===== src/rtl/prac_pkg.sv =====
// ----------------------------------------------------------------------------
// prac_pkg
// Shared constants and register indexes for the point rotation block.
// ----------------------------------------------------------------------------
`default_nettype none

package prac_pkg;

	localparam int unsigned ANGLE_BITS    = 9;
	localparam int unsigned HALF_TURN     = 180;
	localparam int unsigned QUARTER_TURN  = HALF_TURN / 2;
	localparam int unsigned FULL_TURN     = HALF_TURN * 2;
	localparam int unsigned TRIG_IDX_BITS = $clog2(QUARTER_TURN + 1);

	localparam int unsigned REG_ADDR_BITS = 2;
	localparam logic [REG_ADDR_BITS-1:0] REG_CENTER_X  = 2'd0;
	localparam logic [REG_ADDR_BITS-1:0] REG_CENTER_Y  = 2'd1;
	localparam logic [REG_ADDR_BITS-1:0] REG_ANGLE_DEG = 2'd2;

	// pi in unsigned q4.60
	localparam logic [63:0] PI_Q60 = 64'h3243F6A8885A308D;

endpackage

`default_nettype wire


===== src/rtl/point_rotate_about_center_top.sv =====
// ----------------------------------------------------------------------------
// point_rotate_about_center_top
// Rotates each streamed point by the configured angle about the configured
// center, rounding each coordinate to nearest with halves away from zero.
// Pipeline: one register stage each for fold/lookup, multiply, sum and round,
// from input transaction to m_tvalid.
// Throughput: one transaction per cycle; each stage holds only while the stage
// after it is full and stalled, so bubbles are squeezed out under backpressure.
// Reset: arst_n clears all stage valid bits and the configuration registers.
// ----------------------------------------------------------------------------
`default_nettype none

module point_rotate_about_center_top #(
	parameter int unsigned COORD_BITS     = 16,
	parameter int unsigned TRIG_FRAC_BITS = 16
) (
	input  wire logic clk,
	input  wire logic arst_n,

	input  wire logic cfg_we,
	input  wire logic [prac_pkg::REG_ADDR_BITS-1:0] cfg_addr,
	input  wire logic [((COORD_BITS > prac_pkg::ANGLE_BITS) ?
		COORD_BITS : prac_pkg::ANGLE_BITS)-1:0] cfg_wdata,

	input  wire logic s_tvalid,
	output logic      s_tready,
	// in_x, in_y
	input  wire logic [((2 * COORD_BITS + 7) / 8) * 8 - 1:0] s_tdata,

	output logic      m_tvalid,
	input  wire logic m_tready,
	// out_x, out_y
	output logic [((2 * (COORD_BITS + 2) + 7) / 8) * 8 - 1:0] m_tdata
);

	import prac_pkg::*;

	localparam int unsigned C     = COORD_BITS;
	localparam int unsigned F     = TRIG_FRAC_BITS;
	localparam int unsigned DW    = C + 1;
	localparam int unsigned TW    = F + 2;
	localparam int unsigned PW    = DW + TW;
	localparam int unsigned SW    = PW + 2;
	localparam int unsigned OW    = C + 2;
	localparam int unsigned OUT_W = ((2 * OW + 7) / 8) * 8;

	typedef logic signed [C-1:0]  coord_t;
	typedef logic signed [DW-1:0] delta_t;
	typedef logic signed [TW-1:0] trig_t;
	typedef logic signed [PW-1:0] prod_t;
	typedef logic signed [SW-1:0] sum_t;
	typedef logic signed [OW-1:0] res_t;

	// configuration
	coord_t                center_x_q;
	coord_t                center_y_q;
	logic [ANGLE_BITS-1:0] angle_q;
	logic [ANGLE_BITS-1:0] wr_angle;

	assign wr_angle = (cfg_wdata[ANGLE_BITS-1:0] >= ANGLE_BITS'(FULL_TURN)) ?
		cfg_wdata[ANGLE_BITS-1:0] - ANGLE_BITS'(FULL_TURN) : cfg_wdata[ANGLE_BITS-1:0];

	always_ff @(posedge clk or negedge arst_n) begin
		if (!arst_n) begin
			center_x_q <= '0;
			center_y_q <= '0;
			angle_q    <= '0;
		end else if (cfg_we) begin
			case (cfg_addr)
				REG_CENTER_X:  center_x_q <= cfg_wdata[C-1:0];
				REG_CENTER_Y:  center_y_q <= cfg_wdata[C-1:0];
				REG_ANGLE_DEG: angle_q    <= wr_angle;
				default: ;
			endcase
		end
	end

	// first-quadrant sine table
	logic [F:0] sin_rom [0:QUARTER_TURN];

	for (genvar k = 0; k <= QUARTER_TURN; k++) begin : g_rom
		// angle in q1.31, then the series to x^17
		localparam logic [63:0] ANG_Q31 =
			(64'(k) * (PI_Q60 >> 29) + 64'd90) / 64'(HALF_TURN);
		localparam logic [63:0] ANG_SQ = (ANG_Q31 * ANG_Q31) >> 31;
		localparam logic [63:0] TERM1  = ((ANG_Q31 * ANG_SQ) >> 31) / 64'd6;
		localparam logic [63:0] TERM2  = ((TERM1 * ANG_SQ) >> 31) / 64'd20;
		localparam logic [63:0] TERM3  = ((TERM2 * ANG_SQ) >> 31) / 64'd42;
		localparam logic [63:0] TERM4  = ((TERM3 * ANG_SQ) >> 31) / 64'd72;
		localparam logic [63:0] TERM5  = ((TERM4 * ANG_SQ) >> 31) / 64'd110;
		localparam logic [63:0] TERM6  = ((TERM5 * ANG_SQ) >> 31) / 64'd156;
		localparam logic [63:0] TERM7  = ((TERM6 * ANG_SQ) >> 31) / 64'd210;
		localparam logic [63:0] TERM8  = ((TERM7 * ANG_SQ) >> 31) / 64'd272;
		localparam logic signed [63:0] SERIES = $signed(ANG_Q31) - $signed(TERM1) +
			$signed(TERM2) - $signed(TERM3) + $signed(TERM4) - $signed(TERM5) +
			$signed(TERM6) - $signed(TERM7) + $signed(TERM8);
		localparam logic [63:0] SER_POS = (SERIES < 0) ? 64'd0 : 64'(SERIES);
		localparam logic [63:0] SIN_RND = (SER_POS + (64'd1 << (30 - F))) >> (31 - F);
		localparam logic [63:0] SIN_VAL =
			(SIN_RND > (64'd1 << F)) ? (64'd1 << F) : SIN_RND;
		assign sin_rom[k] = SIN_VAL[F:0];
	end

	// stage handshake
	logic v_s1, v_s2, v_s3, v_s4;
	logic en_s1, en_s2, en_s3, en_s4;

	assign en_s4    = !v_s4 || m_tready;
	assign en_s3    = !v_s3 || en_s4;
	assign en_s2    = !v_s2 || en_s3;
	assign en_s1    = !v_s1 || en_s2;
	assign s_tready = en_s1;
	assign m_tvalid = v_s4;

	always_ff @(posedge clk or negedge arst_n) begin
		if (!arst_n) begin
			v_s1 <= 1'b0;
			v_s2 <= 1'b0;
			v_s3 <= 1'b0;
			v_s4 <= 1'b0;
		end else begin
			if (en_s1) v_s1 <= s_tvalid;
			if (en_s2) v_s2 <= v_s1;
			if (en_s3) v_s3 <= v_s2;
			if (en_s4) v_s4 <= v_s3;
		end
	end

	// stage 1: offsets, quadrant fold, table lookup
	coord_t                 in_x, in_y;
	logic [TRIG_IDX_BITS-1:0] fold_idx;
	logic                   sin_neg, cos_neg;
	trig_t                  sin_mag, cos_mag;
	delta_t                 dx_s1, dy_s1;
	trig_t                  sin_s1, cos_s1;

	assign in_x = s_tdata[C-1:0];
	assign in_y = s_tdata[2*C-1:C];

	always_comb begin
		if (angle_q <= ANGLE_BITS'(QUARTER_TURN)) begin
			fold_idx = angle_q[TRIG_IDX_BITS-1:0];
			sin_neg  = 1'b0;
			cos_neg  = 1'b0;
		end else if (angle_q <= ANGLE_BITS'(HALF_TURN)) begin
			fold_idx = TRIG_IDX_BITS'(ANGLE_BITS'(HALF_TURN) - angle_q);
			sin_neg  = 1'b0;
			cos_neg  = 1'b1;
		end else if (angle_q <= ANGLE_BITS'(HALF_TURN + QUARTER_TURN)) begin
			fold_idx = TRIG_IDX_BITS'(angle_q - ANGLE_BITS'(HALF_TURN));
			sin_neg  = 1'b1;
			cos_neg  = 1'b1;
		end else begin
			fold_idx = TRIG_IDX_BITS'(ANGLE_BITS'(FULL_TURN) - angle_q);
			sin_neg  = 1'b1;
			cos_neg  = 1'b0;
		end
		sin_mag = trig_t'({1'b0, sin_rom[fold_idx]});
		cos_mag = trig_t'({1'b0, sin_rom[TRIG_IDX_BITS'(QUARTER_TURN) - fold_idx]});
	end

	always_ff @(posedge clk) begin
		if (en_s1 && s_tvalid) begin
			dx_s1  <= DW'(in_x) - DW'(center_x_q);
			dy_s1  <= DW'(in_y) - DW'(center_y_q);
			sin_s1 <= sin_neg ? -sin_mag : sin_mag;
			cos_s1 <= cos_neg ? -cos_mag : cos_mag;
		end
	end

	// stage 2: products
	prod_t p_xc_s2, p_ys_s2, p_xs_s2, p_yc_s2;

	always_ff @(posedge clk) begin
		if (en_s2 && v_s1) begin
			p_xc_s2 <= PW'(dx_s1) * PW'(cos_s1);
			p_ys_s2 <= PW'(dy_s1) * PW'(sin_s1);
			p_xs_s2 <= PW'(dx_s1) * PW'(sin_s1);
			p_yc_s2 <= PW'(dy_s1) * PW'(cos_s1);
		end
	end

	// stage 3: sums with center
	sum_t rx_s3, ry_s3;

	always_ff @(posedge clk) begin
		if (en_s3 && v_s2) begin
			rx_s3 <= (SW'(center_x_q) <<< F) + SW'(p_xc_s2) - SW'(p_ys_s2);
			ry_s3 <= (SW'(center_y_q) <<< F) + SW'(p_xs_s2) + SW'(p_yc_s2);
		end
	end

	// stage 4: round half away from zero
	function automatic res_t round_away(input sum_t v);
		logic [SW-1:0] mag;
		logic [SW-1:0] rnd;
		mag = v[SW-1] ? SW'(-v) : SW'(v);
		rnd = (mag + (SW'(1) << (F - 1))) >> F;
		return v[SW-1] ? -res_t'(rnd[OW-1:0]) : res_t'(rnd[OW-1:0]);
	endfunction

	res_t out_x_s4, out_y_s4;

	always_ff @(posedge clk) begin
		if (en_s4 && v_s3) begin
			out_x_s4 <= round_away(rx_s3);
			out_y_s4 <= round_away(ry_s3);
		end
	end

	assign m_tdata = OUT_W'({out_y_s4, out_x_s4});

endmodule

`default_nettype wire


===== config.mk =====
export PLATFORM = sky130hd
export DESIGN_NAME = point_rotate_about_center_top
export DESIGN_NICKNAME = d
export VERILOG_FILES = /design/src/rtl/prac_pkg.sv /design/src/rtl/point_rotate_about_center_top.sv
export SDC_FILE = /design/constraint.sdc
export NUM_CORES = 2
export LEC_CHECK = 0
export ABC_AREA = 1
export BUFFER_PORTS_ARGS = -buffer_cell sky130_fd_sc_hd__clkbuf_2
export CORE_ASPECT_RATIO = 0.75
export CORE_MARGIN = 2
export CORE_UTILIZATION = 60
export CTS_CLUSTER_DIAMETER = 120
export DETAILED_ROUTE_END_ITERATION = 12
export GPL_TIMING_DRIVEN = 0
export PLACE_DENSITY = 0.77
export SLEW_MARGIN = 20
export SYNTH_ARGS = -nofsm -noshare
export SYNTH_HDL_FRONTEND = slang
export SYNTH_SLANG_ARGS = --single-unit

===== constraint.sdc =====
create_clock -name clk -period 7.22 [get_ports clk]
set_input_delay 1.083 -clock clk [delete_from_list [all_inputs] [get_ports clk]]
set_output_delay 1.083 -clock clk [all_outputs]
set_load 0.005 [all_outputs]

==> impl_metrics.tcl <==
set metrics [dict create \
    synth_seq_area_share_pct 14.7 \
    slew_headroom_pct 26.4 \
    grt_pass1_wl_um 377000 \
    htreeDepth 2 \
    antenna_found_initial 16 \
    setup_tns_ns 0 \
    synthArstFlopShare_pct 12.5 \
    syn_to_final_growth_pct 6.95 \
    cts.sinks 361 \
    hold_viol 0 \
    wirelength_um 255000 \
    fin_crit_sh_pct 99.0 \
    vias 60700 \
    rsz0062_at_grt "no" \
    worst-setup-path-type "reg2reg" \
    r2r-start "dx_s1[14]$_DFFE_PP_" \
    r2r_cells 20 \
    worstPathRequired_ns 7.66 \
    fill_cells 10500 \
    drive_gt1_share_pct 6.13 \
    layout_setup_ws_ns 0.0688 \
    synth_area_um2 72000 \
    timing.rr.end "p_xs_s2[34]$_DFFE_PP_" \
    grt_max_degree 72 \
    cts_tree "built" \
    status "finished, final reports clean" \
    crit_path_cell_trace "clkbuf_2 -> nand2_1 -> fa_1 -> fa_1 -> inv_1 -> fa_1 -> fa_1 -> fa_1 -> inv_1 -> fa_1 -> inv_1 -> ha_1 -> a21oi_1 -> o221ai_1 -> nand2_1 -> nand3_1 -> nand2_1 -> o211ai_1 -> a211oi_1 -> xor2_1" \
    drt-pass1-iter-count 6 \
    synth-edff-count 316 \
    end_kind "flip-flop" \
    min_period_ns 7.15 \
    initial_utilization_pct 60.3 \
    synth-seq-cells 361 \
    core.rowCount 110 \
    dpl_worst_slack_ns -0.990 \
    drtAntennaViolNets 0 \
    cts_buffer_depth 3 \
    dp_hpwl_um 212000 \
    fmax_ghz 0.140 \
    place.gp.congestion 1.06 \
    die-area_um2 123000 \
    synthesis.instances 8887 \
    port_buffers 92 \
    grt_usage_pct 42.1 \
    syn_avg_cell_area_um2 8.10 \
    arrival_ns 7.59 \
    wl_per_cell_um 23.9 \
    worst_pin_slew_ns 1.10 \
    finalSetupViolCount 0 \
    die_h_um 304 \
    clk_latency_ns 0.66 \
    synth_cell_types 58 \
    path_clk_slew_ns 0.07 \
    drtIter0Drc 7538 \
    yosysWarnings 0 \
    hp-class "in2async" \
    crit_buf_inv 4 \
    maxSlewViolCount 0 \
    path_common_cell "fa_1" \
    cp_slowest_cell "edfxtp_1" \
    cts-buffers-inserted 43 \
    critPathTopFamily "adder cells" \
    multi_input_area_um2 51100 \
    nets 10900 \
    cts_root_buffer "clkbuf_16" \
    startpoint_type "flip-flop" \
    die_w_um 404 \
    grt_pass1_vias 60800 \
    grt_overflow_total 0 \
    drv_cap 0 \
    drcViolationCount 0 \
    ios 97 \
    seq_area_um2 10600 \
    r2r_slack_ns 0.07 \
    synth-main-ff-cell "edfxtp_1" \
    fin_worst_skew_ns 0.0352 \
    crit_path_max_fanout 10 \
    core-area_um2 119000 \
    viasPerCell 5.69 \
    holdBufCountCts 0 \
    cpPeakStageDelay_ns 0.93 \
]
-- area by class of cell --
cell class                      instances  share of cell area (%)
Multi-Input combinational cell       5824                    66.3
Sequential cell                       361                    13.8
Inverter                             2343                    11.4
Tap cell                             1568                    2.55
Buffer                                311                    2.21
Timing Repair Buffer                  162                    1.77
Clock buffer                           53                    1.51
Clock inverter                         27                   0.392
Antenna cell                            9                  0.0292
-- registers in the layout, summed over array words and instances, names as in the netlist, 9 cells and up --
| register | cells |
|---|---|
| p_yc_s2 | 35 |
| dx_s1 | 17 |
| ry_s3 | 35 |
| p_xc_s2 | 35 |
| p_ys_s2 | 35 |
| out_x_s4 | 18 |
| center_x_q | 16 |
| p_xs_s2 | 35 |
| angle_q | 9 |
| cos_s1 | 18 |
| out_y_s4 | 18 |
| sin_s1 | 18 |
| dy_s1 | 17 |
| center_y_q | 16 |
| rx_s3 | 35 |
-- how the worst max path moves through the flow --
stage	to	cells after the start	slack, ns	startpoint
after global routing	p_xs_s2[31]$_DFFE_PP_	24	0.02	dx_s1[8]$_DFFE_PP_
after floorplan	p_ys_s2[34]$_DFFE_PP_	27	0.95	dy_s1[8]$_DFFE_PP_
after CTS	p_ys_s2[29]$_DFFE_PP_	22	0.004	dy_s1[3]$_DFFE_PP_
final	p_xs_s2[34]$_DFFE_PP_	20	0.07	dx_s1[14]$_DFFE_PP_
after detailed placement	p_ys_s2[32]$_DFFE_PP_	23	-0.99	dy_s1[2]$_DFFE_PP_
after global placement	p_ys_s2[32]$_DFFE_PP_	27	-1.19	dy_s1[9]$_DFFE_PP_
-- through the flow --
stage                     hold slack (ns)  area, um^2  instances  utilization, %
after detailed placement            0.466       74600      10600            62.5
after global routing                0.492       77000      10600            64.5
after floorplan                     0.434       72000       8890               -
final                               0.446       77000      10700            64.5
after CTS                           0.481       76400      10600            63.9
after global placement              0.454       74400      10600            62.3
-- synth_stat cells (all sizes together) (2+ instances only) --
cell / number / area share (%)
inv: 2340 / 12
nand2: 2285 / 12
fa: 1288 / 36
ha: 509 / 8.8
nor2: 381 / 2.0
edfxtp: 316 / 13
clkbuf: 289 / 1.5
a21oi: 266 / 1.9
nand3: 262 / 1.9
o21ai: 262 / 1.9
xor2: 224 / 2.7
xnor2: 108 / 1.3
buf: 73 / 0.73
dfrtp: 45 / 1.6
nand4: 39 / 0.35
nor3: 30 / 0.21
nand3b: 19 / 0.20
o211ai: 19 / 0.20
a31oi: 16 / 0.14
o21bai: 14 / 0.15
a21boi: 13 / 0.14
a21o: 12 / 0.13
o31ai: 11 / 0.11
a211oi: 9 / 0.094
or2: 9 / 0.078
o21a: 8 / 0.083
o221ai: 8 / 0.097
nor4: 7 / 0.061
and2: 5 / 0.043
and3: 5 / 0.043
a221oi: 3 / 0.036
clkinv: 3 / 0.016
o2111ai: 2 / 0.024
o41ai: 2 / 0.024
-- what timing repair did --
| action | in CTS | in global routing |
|---|---|---|
| resized for setup | 142 | 125 |
| setup endpoints to repair | 56 | 36 |
| pin swaps | 0 | 0 |
| setup buffers | 17 | 46 |
-- cell usage in the layout (no fill, tap or decap), types with 13 or more instances in the layout --
cell type,n
clkbuf_1,87
buf_12,28
edfxtp_1,316
xnor2_1,106
nand3b_1,19
buf_2,31
o21bai_1,13
clkbuf_2,218
a21oi_1,265
ha_1,509
nor2_1,364
o211ai_1,19
nor2_2,14
buf_6,24
dfrtp_1,45
inv_1,2327
buf_4,59
clkbuf_4,19
nand2_1,2247
clkbuf_16,45
nand2_4,14
o21ai_1,27
nand3_1,249
nor3_1,30
nand2_2,23
nand4_1,38
a31oi_1,16
o21ai_0,228
xor2_1,224
fa_1,1286
-- layer usage --
metal	vias up	part of all wire (%)	global-route usage [%]
met5	-	0.018	0
met4	8	4.8	16.6
met3	693	15	16.8
met2	3631	40	57.5
met1	29900	40	59.6
li1	26400	-	-
-- cells by family after synthesis --
family	share of synthesized area [%]
other	0.00521
AO/OA/AOI/OAI	4.97
buffers and inverters	14.5
adder cells (fa/ha/maj)	44.7
flip-flops	14.7
multiplexers	0.0139
XOR/XNOR	4.04
AND/OR/NAND/NOR	17.1
Power is not shown: default switching activity piles up to over one toggle a cycle in this logic, so the estimate is an artifact.
